==> config.mk <==
export PLATFORM = sky130hd
export DESIGN_NAME = per_detector_windowed_mean_flat
export DESIGN_NICKNAME = d
export VERILOG_FILES = /design/src/hdl/pdwm_pkg.sv /design/src/hdl/pdwm_ifs.sv /design/src/hdl/pdwm_mem.sv /design/src/hdl/pdwm_div.sv /design/src/hdl/per_detector_windowed_mean.sv /design/src/flat_wrapper.sv
export SDC_FILE = /design/constraint.sdc
export NUM_CORES = 1
export LEC_CHECK = 0
export BUFFER_PORTS_ARGS = -buffer_cell sky130_fd_sc_hd__buf_2
export CAP_MARGIN = 40
export CORE_ASPECT_RATIO = 1.75
export CORE_MARGIN = 1
export CORE_UTILIZATION = 40
export CTS_CLUSTER_SIZE = 28
export DETAILED_ROUTE_END_ITERATION = 10
export GPL_ROUTABILITY_DRIVEN = 0
export GPL_TIMING_DRIVEN = 0
export SETUP_SLACK_MARGIN = 0.02
export SLEW_MARGIN = 5
export SYNTH_ARGS = -nofsm -noshare
export SYNTH_HDL_FRONTEND = slang
export SYNTH_SLANG_ARGS = --single-unit
==> constraint.sdc <==
create_clock -name clk -period 14.1 [get_ports clk]
set_input_delay 3.525 -clock clk [delete_from_list [all_inputs] [get_ports clk]]
set_output_delay 3.525 -clock clk [all_outputs]
set_load 0.05 [all_outputs]
==> src/hdl/pdwm_pkg.sv <==
// Package for the per-detector windowed mean block.
// Holds field widths, register codes, payload structs and the state type.
// No dependencies.
`timescale 1ns / 1ps

package pdwm_pkg;

  localparam int DET_W      = 2;
  localparam int NUM_DET    = 4;
  localparam int POS_W      = 16;
  localparam int MEAN_W     = 16;
  localparam int ACT_W      = 3;
  localparam int CFG_IDX_W  = 2;
  localparam int CFG_DATA_W = 16;

  typedef enum logic [CFG_IDX_W-1:0] {
    CFG_ACTIVE   = 2'd0,
    CFG_WIN_LOW  = 2'd1,
    CFG_WIN_HIGH = 2'd2
  } cfg_reg_t;

  localparam logic [ACT_W-1:0]        ACTIVE_RST   = 3'd4;
  localparam logic signed [POS_W-1:0] WIN_LOW_RST  = -16'sd6400;
  localparam logic signed [POS_W-1:0] WIN_HIGH_RST = 16'sd6400;

  localparam logic AXIS_X = 1'b0;

  typedef struct packed {
    logic [DET_W-1:0]        detector_id;
    logic                    axis;
    logic signed [POS_W-1:0] position;
    logic                    event_end;
  } hit_t;

  typedef struct packed {
    logic [DET_W-1:0]         hit_detector;
    logic signed [MEAN_W-1:0] mean_x;
    logic signed [MEAN_W-1:0] mean_y;
    logic                     y_present;
    logic                     final_result;
  } res_t;

  typedef enum logic [2:0] {
    ST_ACC,
    ST_LAST,
    ST_RD,
    ST_EVAL,
    ST_DIV,
    ST_OUT
  } state_t;

endpackage

==> src/hdl/pdwm_ifs.sv <==
// Stream interfaces for hits and results of the windowed mean block.
// Depends on pdwm_pkg for the payload structs.
`timescale 1ns / 1ps

interface pdwm_hit_if;
  import pdwm_pkg::*;
  logic valid;
  logic ready;
  hit_t data;
  modport source (output valid, output data, input ready);
  modport sink (input valid, input data, output ready);
endinterface

interface pdwm_res_if;
  import pdwm_pkg::*;
  logic valid;
  logic ready;
  res_t data;
  modport source (output valid, output data, input ready);
  modport sink (input valid, input data, output ready);
endinterface

==> src/hdl/pdwm_mem.sv <==
// Per-detector accumulator memory, one write and one registered read port.
// Depends on pdwm_pkg for the detector count and address width.
`timescale 1ns / 1ps

module pdwm_mem #(
  parameter int WIDTH = 76
) (
  input  logic                       clk,
  input  logic                       wr_en,
  input  logic [pdwm_pkg::DET_W-1:0] wr_addr,
  input  logic [WIDTH-1:0]           wr_data,
  input  logic                       rd_en,
  input  logic [pdwm_pkg::DET_W-1:0] rd_addr,
  output logic [WIDTH-1:0]           rd_data
);
  import pdwm_pkg::*;

  logic [WIDTH-1:0] mem_r [NUM_DET];
  logic [WIDTH-1:0] rd_data_r;

  always_ff @(posedge clk) begin
    if (wr_en) begin
      mem_r[wr_addr] <= wr_data;
    end
  end

  always_ff @(posedge clk) begin
    if (rd_en) begin
      rd_data_r <= mem_r[rd_addr];
    end
  end

  assign rd_data = rd_data_r;

endmodule

==> src/hdl/pdwm_div.sv <==
// Bit-serial signed divider: sum by count, truncated toward zero.
// Depends on pdwm_pkg for the result width.
`timescale 1ns / 1ps

module pdwm_div #(
  parameter int SUM_W = 27,
  parameter int CNT_W = 11
) (
  input  logic                               clk,
  input  logic                               rst_n,
  input  logic                               start,
  input  logic signed [SUM_W-1:0]            dividend,
  input  logic [CNT_W-1:0]                   divisor,
  output logic                               done,
  output logic signed [pdwm_pkg::MEAN_W-1:0] quotient
);
  import pdwm_pkg::*;

  localparam int ITER_W = $clog2(SUM_W + 1);

  logic              busy_r;
  logic              done_r;
  logic              neg_r;
  logic [SUM_W-1:0]  acc_r;
  logic [CNT_W-1:0]  rem_r;
  logic [CNT_W-1:0]  div_r;
  logic [ITER_W-1:0] iter_r;
  logic [CNT_W:0]    trial;
  logic [CNT_W:0]    diff;
  logic              qbit;
  logic [MEAN_W-1:0] qmag;

  assign trial = {rem_r, acc_r[SUM_W-1]};
  assign diff  = trial - {1'b0, div_r};
  assign qbit  = (trial >= {1'b0, div_r});

  always_ff @(posedge clk) begin
    if (!rst_n) begin
      busy_r <= 1'b0;
      done_r <= 1'b0;
    end else if (start) begin
      busy_r <= 1'b1;
      done_r <= 1'b0;
    end else if (busy_r && (iter_r == ITER_W'(1))) begin
      busy_r <= 1'b0;
      done_r <= 1'b1;
    end
  end

  always_ff @(posedge clk) begin
    if (start) begin
      neg_r  <= dividend[SUM_W-1];
      acc_r  <= dividend[SUM_W-1] ? (~dividend + 1'b1) : dividend;
      rem_r  <= '0;
      div_r  <= divisor;
      iter_r <= ITER_W'(SUM_W);
    end else if (busy_r) begin
      acc_r  <= {acc_r[SUM_W-2:0], qbit};
      rem_r  <= qbit ? diff[CNT_W-1:0] : trial[CNT_W-1:0];
      iter_r <= iter_r - 1'b1;
    end
  end

  assign qmag     = acc_r[MEAN_W-1:0];
  assign quotient = neg_r ? signed'(~qmag + 1'b1) : signed'(qmag);
  assign done     = done_r;

endmodule

==> src/hdl/per_detector_windowed_mean.sv <==
// Per-detector windowed mean: hit accumulation, event drain and result output.
// A hit is registered in the input stage, then added to its detector's sums; one hit per cycle
// while accumulating. After the hit marked last: ST_LAST, then per detector ST_RD and ST_EVAL,
// plus the bit-serial dividers (ST_DIV) and ST_OUT, where a result may wait on the output, for
// an enabled detector with X hits. Hits are not taken during that drain.
// Synchronous active-low reset marks all sums and counts empty, clears result valid, loads register defaults.
`timescale 1ns / 1ps

module per_detector_windowed_mean #(
  parameter int MAX_HITS_PER_AXIS = 1024
) (
  input  logic                           clk,
  input  logic                           rst_n,
  pdwm_hit_if.sink                       in_hit,
  pdwm_res_if.source                     out_res,
  input  logic                           cfg_we,
  input  logic [pdwm_pkg::CFG_IDX_W-1:0] cfg_index,
  input  logic [pdwm_pkg::CFG_DATA_W-1:0] cfg_wdata
);
  import pdwm_pkg::*;

  localparam int CNT_W = $clog2(MAX_HITS_PER_AXIS + 1);
  localparam int SUM_W = POS_W + CNT_W;
  localparam logic [CNT_W-1:0] CNT_LIM = CNT_W'(MAX_HITS_PER_AXIS);

  typedef struct packed {
    logic signed [SUM_W-1:0] sum_x;
    logic signed [SUM_W-1:0] sum_y;
    logic [CNT_W-1:0]        cnt_x;
    logic [CNT_W-1:0]        cnt_y;
  } entry_t;

  localparam int ENTRY_W = $bits(entry_t);

  logic [ACT_W-1:0]        active_r;
  logic signed [POS_W-1:0] win_low_r;
  logic signed [POS_W-1:0] win_high_r;

  state_t             state_r, state_nxt;
  logic [DET_W-1:0]   idx_r, idx_nxt;
  logic               in_acc;
  logic               s1_valid_r;
  hit_t               s1_hit_r;
  logic               wb_valid_r;
  logic [DET_W-1:0]   wb_addr_r;
  entry_t             wb_data_r;
  logic [NUM_DET-1:0] valid_r;
  logic [NUM_DET-1:0] xnz_r;
  logic [ENTRY_W-1:0] rd_data;
  logic               mem_rd_en;
  logic [DET_W-1:0]   mem_rd_addr;
  entry_t             cur;
  entry_t             upd;
  entry_t             rd_entry;
  logic               win_ok;
  logic               take;
  logic [NUM_DET-1:0] em;
  logic [NUM_DET-1:0] later;
  logic               final_w;
  logic               div_start;
  logic               out_load;
  logic               drain_done;
  logic               advance;
  logic               yp_r;
  logic               x_done;
  logic               y_done;
  logic signed [MEAN_W-1:0] x_mean;
  logic signed [MEAN_W-1:0] y_mean;
  logic               out_valid_r;
  res_t               out_data_r;
  res_t               res_nxt;

  function automatic logic det_on(input logic [DET_W-1:0] d);
    return (ACT_W'(d) < active_r);
  endfunction

  always_ff @(posedge clk) begin
    if (!rst_n) begin
      active_r   <= ACTIVE_RST;
      win_low_r  <= WIN_LOW_RST;
      win_high_r <= WIN_HIGH_RST;
    end else if (cfg_we) begin
      unique case (cfg_index)
        CFG_ACTIVE:   active_r   <= cfg_wdata[ACT_W-1:0];
        CFG_WIN_LOW:  win_low_r  <= signed'(cfg_wdata);
        CFG_WIN_HIGH: win_high_r <= signed'(cfg_wdata);
        default: ;
      endcase
    end
  end

  assign in_hit.ready = (state_r == ST_ACC);
  assign in_acc       = in_hit.valid && in_hit.ready;

  always_ff @(posedge clk) begin
    if (!rst_n) begin
      s1_valid_r <= 1'b0;
    end else begin
      s1_valid_r <= in_acc;
    end
  end

  always_ff @(posedge clk) begin
    if (in_acc) begin
      s1_hit_r <= in_hit.data;
    end
  end

  assign mem_rd_en   = in_acc || (state_r == ST_RD);
  assign mem_rd_addr = (state_r == ST_RD) ? idx_r : in_hit.data.detector_id;

  pdwm_mem #(
    .WIDTH(ENTRY_W)
  ) u_mem (
    .clk     (clk),
    .wr_en   (take),
    .wr_addr (s1_hit_r.detector_id),
    .wr_data (upd),
    .rd_en   (mem_rd_en),
    .rd_addr (mem_rd_addr),
    .rd_data (rd_data)
  );

  // The entry written on the previous edge is not yet in the read data.
  always_comb begin
    if (wb_valid_r && (wb_addr_r == s1_hit_r.detector_id)) begin
      cur = wb_data_r;
    end else if (valid_r[s1_hit_r.detector_id]) begin
      cur = entry_t'(rd_data);
    end else begin
      cur = '0;
    end
    win_ok = (s1_hit_r.position >= win_low_r) && (s1_hit_r.position <= win_high_r);
    upd    = cur;
    if (s1_hit_r.axis == AXIS_X) begin
      take      = s1_valid_r && det_on(s1_hit_r.detector_id) && win_ok && (cur.cnt_x < CNT_LIM);
      upd.sum_x = cur.sum_x + SUM_W'(s1_hit_r.position);
      upd.cnt_x = cur.cnt_x + 1'b1;
    end else begin
      take      = s1_valid_r && det_on(s1_hit_r.detector_id) && win_ok && (cur.cnt_y < CNT_LIM);
      upd.sum_y = cur.sum_y + SUM_W'(s1_hit_r.position);
      upd.cnt_y = cur.cnt_y + 1'b1;
    end
  end

  always_ff @(posedge clk) begin
    if (!rst_n) begin
      wb_valid_r <= 1'b0;
    end else begin
      wb_valid_r <= take;
    end
  end

  always_ff @(posedge clk) begin
    if (take) begin
      wb_addr_r <= s1_hit_r.detector_id;
      wb_data_r <= upd;
    end
  end

  always_ff @(posedge clk) begin
    if (!rst_n) begin
      valid_r <= '0;
      xnz_r   <= '0;
    end else if (drain_done) begin
      valid_r <= '0;
      xnz_r   <= '0;
    end else if (take) begin
      valid_r[s1_hit_r.detector_id] <= 1'b1;
      if (s1_hit_r.axis == AXIS_X) begin
        xnz_r[s1_hit_r.detector_id] <= 1'b1;
      end
    end
  end

  assign rd_entry = valid_r[idx_r] ? entry_t'(rd_data) : '0;

  always_comb begin
    for (int j = 0; j < NUM_DET; j++) begin
      em[j]    = xnz_r[j] && det_on(DET_W'(j));
      later[j] = (DET_W'(j) > idx_r);
    end
    final_w = ~|(em & later);
  end

  always_ff @(posedge clk) begin
    if (!rst_n) begin
      state_r <= ST_ACC;
      idx_r   <= '0;
    end else begin
      state_r <= state_nxt;
      idx_r   <= idx_nxt;
    end
  end

  always_comb begin
    state_nxt  = state_r;
    idx_nxt    = idx_r;
    div_start  = 1'b0;
    out_load   = 1'b0;
    drain_done = 1'b0;
    advance    = 1'b0;
    unique case (state_r)
      ST_ACC: begin
        if (in_acc && in_hit.data.event_end) begin
          state_nxt = ST_LAST;
        end
      end
      ST_LAST: begin
        state_nxt = ST_RD;
        idx_nxt   = '0;
      end
      ST_RD: begin
        state_nxt = ST_EVAL;
      end
      ST_EVAL: begin
        if (em[idx_r]) begin
          div_start = 1'b1;
          state_nxt = ST_DIV;
        end else begin
          advance = 1'b1;
        end
      end
      ST_DIV: begin
        if (x_done && y_done) begin
          state_nxt = ST_OUT;
        end
      end
      ST_OUT: begin
        if (!out_valid_r || out_res.ready) begin
          out_load = 1'b1;
          advance  = 1'b1;
        end
      end
      default: begin
        state_nxt = ST_ACC;
      end
    endcase
    if (advance) begin
      if (idx_r == DET_W'(NUM_DET - 1)) begin
        drain_done = 1'b1;
        state_nxt  = ST_ACC;
      end else begin
        idx_nxt   = idx_r + 1'b1;
        state_nxt = ST_RD;
      end
    end
  end

  always_ff @(posedge clk) begin
    if (div_start) begin
      yp_r <= (rd_entry.cnt_y != '0);
    end
  end

  pdwm_div #(
    .SUM_W(SUM_W),
    .CNT_W(CNT_W)
  ) u_div_x (
    .clk      (clk),
    .rst_n    (rst_n),
    .start    (div_start),
    .dividend (rd_entry.sum_x),
    .divisor  (rd_entry.cnt_x),
    .done     (x_done),
    .quotient (x_mean)
  );

  pdwm_div #(
    .SUM_W(SUM_W),
    .CNT_W(CNT_W)
  ) u_div_y (
    .clk      (clk),
    .rst_n    (rst_n),
    .start    (div_start),
    .dividend (rd_entry.sum_y),
    .divisor  (rd_entry.cnt_y),
    .done     (y_done),
    .quotient (y_mean)
  );

  always_comb begin
    res_nxt.hit_detector = idx_r;
    res_nxt.mean_x       = x_mean;
    res_nxt.mean_y       = yp_r ? y_mean : '0;
    res_nxt.y_present    = yp_r;
    res_nxt.final_result = final_w;
  end

  always_ff @(posedge clk) begin
    if (!rst_n) begin
      out_valid_r <= 1'b0;
    end else if (out_load) begin
      out_valid_r <= 1'b1;
    end else if (out_res.ready) begin
      out_valid_r <= 1'b0;
    end
  end

  always_ff @(posedge clk) begin
    if (out_load) begin
      out_data_r <= res_nxt;
    end
  end

  assign out_res.valid = out_valid_r;
  assign out_res.data  = out_data_r;

  a_write_only_for_hits: assert property (@(posedge clk) disable iff (!rst_n)
    take |-> (state_r == ST_ACC || state_r == ST_LAST))
    else $error("accumulator written outside hit processing");

  a_drain_clears: assert property (@(posedge clk) disable iff (!rst_n)
    drain_done |=> (valid_r == '0 && xnz_r == '0))
    else $error("event state not cleared after drain");

  a_result_has_x_hits: assert property (@(posedge clk) disable iff (!rst_n)
    out_load |-> (xnz_r[idx_r] && det_on(idx_r)))
    else $error("result for a detector without X hits");

  a_div_restart: assert property (@(posedge clk) disable iff (!rst_n)
    div_start |=> (!x_done && !y_done))
    else $error("divider done flag not cleared on start");

endmodule

==> src/flat_wrapper.sv <==
// flat-port wrapper written by rule: the top's interface ports become plain ports
module per_detector_windowed_mean_flat import pdwm_pkg::*;
#(
  parameter int MAX_HITS_PER_AXIS = 1024
)
  (clk, rst_n, cfg_we, cfg_index, cfg_wdata, in_hit_valid, in_hit_data, in_hit_ready, out_res_valid, out_res_data, out_res_ready);
  pdwm_hit_if in_hit_i ();
  pdwm_res_if out_res_i ();
  input  logic clk;
  input  logic rst_n;
  input  logic cfg_we;
  input  logic [pdwm_pkg::CFG_IDX_W-1:0] cfg_index;
  input  logic [pdwm_pkg::CFG_DATA_W-1:0] cfg_wdata;
  input wire logic [$bits(in_hit_i.valid)-1:0] in_hit_valid;
  input wire logic [$bits(in_hit_i.data)-1:0] in_hit_data;
  output wire logic [$bits(in_hit_i.ready)-1:0] in_hit_ready;
  output wire logic [$bits(out_res_i.valid)-1:0] out_res_valid;
  output wire logic [$bits(out_res_i.data)-1:0] out_res_data;
  input wire logic [$bits(out_res_i.ready)-1:0] out_res_ready;
  assign in_hit_i.valid = in_hit_valid;
  assign in_hit_i.data = in_hit_data;
  assign in_hit_ready = in_hit_i.ready;
  assign out_res_valid = out_res_i.valid;
  assign out_res_data = out_res_i.data;
  assign out_res_i.ready = out_res_ready;
  per_detector_windowed_mean #(.MAX_HITS_PER_AXIS(MAX_HITS_PER_AXIS)) u_core (.clk(clk), .rst_n(rst_n), .in_hit(in_hit_i), .out_res(out_res_i), .cfg_we(cfg_we), .cfg_index(cfg_index), .cfg_wdata(cfg_wdata));
endmodule
==> key figures <==
Synth
  – Seq cells post-synth: a little under 700
  – Asr flop ratio synth: 0%
  – Synthesis Warnings: 0
  – Netlist cell types: 76
  – Post-Syn Nets: ~2,700
  – Mean Syn Cell Area: 13.0 sq um
  – Synthesized cell area: 0.0321 sq mm
  – Sequential area share after synthesis: 60.8%
  – Main synth FF type: edfxtp_1
  – Post-synth EDFFs: 592
  – Syn Inst Count: between 2,000 and 2,500

Place
  – Dpl cell area: 0.0345 sq mm
  – Dpl hpwl: 63.8 mm
  – DP Worst Slack: 7.37 ns
  – PortBufs: 80

Die
  – Initial Utilization: 40.4%
  – Core footprint: 0.0795 sq mm
  – Die Wd: around 220 um
  – I/O pin count: 81
  – Die area: 0.0815 sq mm
  – Die H: 377 um
  – FP Rows: 137

Power and ir drop
  – Switching power: 1190 uW
  – Pwr Total: between 4000 and 5000 uW
  – Clock power share: 35.2%
  – Peak supply drop: between 0.0001 and 0.00015 V
  – Power Dens Cells: 126 mW/mm^2
  – Sequential group share of total power: around 53%
  – Internal: 3380 uW
  – Leak: 0.0130 uW
  – Sw Share: 26.1%
  – Logic pwr share: around 12%

Routing
  – Initial detailed-routing violation count: roughly 1,600
  – Vias per inst: ~5.6
  – Routed Antenna Nets: 0
  – DRT Pass-1 Iters: 8
  – Wirelength per Cell: roughly 23 um
  – DRC: 0
  – Vias after detailed routing: 21,000
  – Post-Route WL: 84.5 mm

Clock tree
  – TritonCTS buffer count: 58
  – Total setup buffers inserted after CTS: 0
  – CTS Buffer Depth: 3
  – TritonCTS clock tree: built
  – # hold bufs at CTS: 0
  – Clk sink count: 679
  – Post-CTS sizing: 0
  – # H-tree levels: 2
  – Worst-path clk slew: ~0.070 ns
  – Skew-Pair Late Insertion Delay: 0.64 ns
  – Clk root buf: clkbuf_16

Outcome
  – Status: complete, no violations

Setup path
  – Crit. End Element: flop
  – R2R cell count: 18
  – Crit Path Max Fanout: 10
  – Reg2reg end: u_core.u_mem.mem_r[2][68]
  – Setup crit end: u_core.u_mem.mem_r[2][68]
  – R2r setup slk: approximately 7.4 ns
  – CP arrival: roughly 7.1 ns
  – Crit Path Class: reg2reg
  – Critical path startpoint category: flop
  – Reg-to-reg critical path startpoint: u_core.s1_hit_r[19]
  – Worst Setup SP: u_core.s1_hit_r[19]
  – Required time of the critical path: between 10 and 15 ns

STA
  – Setup_tns: 0 ns
  – Relative slew slack: 40.0%
  – Min cycle time layout: 6.75 ns
  – Unrepaired setup endpoints after global routing: no
  – Slew Viols, Final: 0
  – Final Skew: 0.0255 ns
  – Fin. Hold Viols: 0
  – Worst setup margin: between 7 and 8 ns
  – Fin crit share: 47.9%
  – # setup viols final: 0
  – Slew @ Worst Pin: 0.900 ns
  – Max Fclk: 148 MHz

Final layout
  – N_diodes: 0
  – Design area: 0.0364 sq mm
  – Most common cell after layout, fill and taps aside: edfxtp_1
  – Commonest non-fill, non-tap cells in the layout: edfxtp_1 (592), nand2_1 (240), a21oi_1 (146)
  – Share of post-route cells with drive strength above 1: 12.2%
  – Area growth, synth to finish: 13.4%
  – Final cell utilization of the core: roughly 46%
  – Nets: ~2,800

GRT
  – Initial antenna violation count: 1
  – Largest net degree at the start of global routing: 47
  – First-pass GRT wire length: 128 mm
  – Vias in the first global route: 21,600
  – Overall global routing resource usage: around a fifth
  – GRT overflow: 0

Run
  – Max Cap Violations: 0

Worst hold path
  – Worst min-delay path class: reg2reg
-- through the flow --
stage                     hold WS (ns)  instances
after floorplan                  0.433       2477
after global placement           0.443       3599
after detailed placement         0.451       3642
after CTS                        0.461       3749
after global routing             0.476       3750
final                            0.458       3750
-- per-layer routing --
metal | vias up | GRT usage [%] | wire length, um
met5 | - | 0 | 17
met4 | 2 | 12.7 | 5640
met3 | 211 | 1.81 | 3330
met2 | 594 | 39.4 | 45700
met1 | 10500 | 21.7 | 29900
li1 | 9736 | - | -
-- how the worst min path moves through the flow --
stage	start	end	depth (start not counted)
after floorplan	u_core.xnz_r[0]	u_core.xnz_r[0]	1
after global placement	u_core.win_high_r[1]	u_core.win_high_r[1]	2
after detailed placement	u_core.win_high_r[7]	u_core.win_high_r[7]	2
after CTS	u_core.win_high_r[7]	u_core.win_high_r[7]	2
after global routing	u_core.win_high_r[13]	u_core.win_high_r[13]	2
final	u_core.win_high_r[13]	u_core.win_high_r[13]	2
-- logic make-up after synthesis --
| logic type | count (synthesis) | synth area share (%) |
|---|---|---|
| compound gates | 565 | 11.5 |
| xor+xnor | 143 | 3.90 |
| fa+ha+maj | 133 | 5.27 |
| buf+inv | 204 | 2.49 |
| flops | 679 | 60.8 |
| mux | 103 | 6.24 |
| simple gates | 650 | 9.88 |
-- cell type report --
| class | count | area (sq um) |
|---|---|---|
| Timing Repair Buffer | 124 | 1070 |
| Tap cell | 1042 | 1300 |
| Sequential cell | 679 | 19500 |
| Multi-Input combinational cell | 1594 | 11800 |
| Buffer | 108 | 439 |
| Clock buffer | 66 | 1500 |
| Clock inverter | 41 | 375 |
| Inverter | 96 | 363 |
| Fill cell | 7075 | 43100 |
-- synth_stat cells, types with 5 or more instances --
library cell,instances,area (sq um)
nor4_1,9,56.3
mux2i_1,18,180
or4_1,17,128
o21bai_1,8,60.1
and2_1,41,257
a22o_1,70,613
a211oi_1,13,97.6
a21oi_1,146,731
a211o_1,8,70.1
o31ai_1,40,300
nand3b_1,9,67.6
o21ai_1,5,25.0
o21ai_0,132,661
o31a_1,8,70.1
or3_1,20,125
nand2b_1,31,194
clkbuf_1,77,289
nand4_1,16,100
o211ai_1,11,82.6
a22oi_1,9,67.6
o41ai_1,8,70.1
xor2_1,67,587
dfxtp_1,87,1740
xnor2_1,76,666
nor2b_1,15,93.8
nor3_1,35,175
o21a_1,28,210
mux4_2,77,1730
nor2_1,131,492
and3_1,15,93.8
ha_1,128,1600
a21boi_0,5,37.5
mux2_2,8,90.1
a21o_1,38,285
inv_1,96,360
buf_2,11,55.1
edfxtp_1,592,17800
buf_1,17,63.8
a31oi_1,11,68.8
nand3_1,40,200
nand2_1,240,901
-- power by group through the flow --
stage / Sequential, uW / Combinational, uW / Clock [uW]
3_5_place_dp: 2450 / 554 / 0
6_report: 2410 / 556 / 1610
3_3_place_gp: 2460 / 512 / 0
2_1_floorplan: 2400 / 385 / 0
5_1_grt: 2420 / 612 / 1700
4_1_cts: 2410 / 557 / 1640
-- flip-flops by register name, indices dropped and copies added, names as in the netlist, 19 cells and up --
| signal | count |
|---|---|
| u_core.u_div_x.acc_r | 27 |
| u_core.s1_hit_r | 19 |
| u_core.u_mem.rd_data | 76 |
| u_core.wb_data_r | 76 |
| u_core.u_mem.mem_r | 304 |
| u_core.out_res.data | 36 |
| u_core.u_div_y.acc_r | 27 |
-- worst max-delay path, stage by stage (launching register included) --
cell,delay (ns)
edfxtp_1,0.41
buf_2,0.23
xnor2_1,0.18
and3_1,0.19
buf_2,0.41
clkbuf_1,0.48
buf_2,0.45
clkbuf_1,0.67
a22o_1,0.34
ha_1,0.27
a211oi_1,0.25
o21ai_0,0.24
o311ai_0,0.74
nand2_1,0.12
a311oi_1,0.51
o21bai_1,0.14
a21oi_1,0.23
xor2_1,0.09
o21ai_0,0.48
Power figures use the tool's default switching activity.
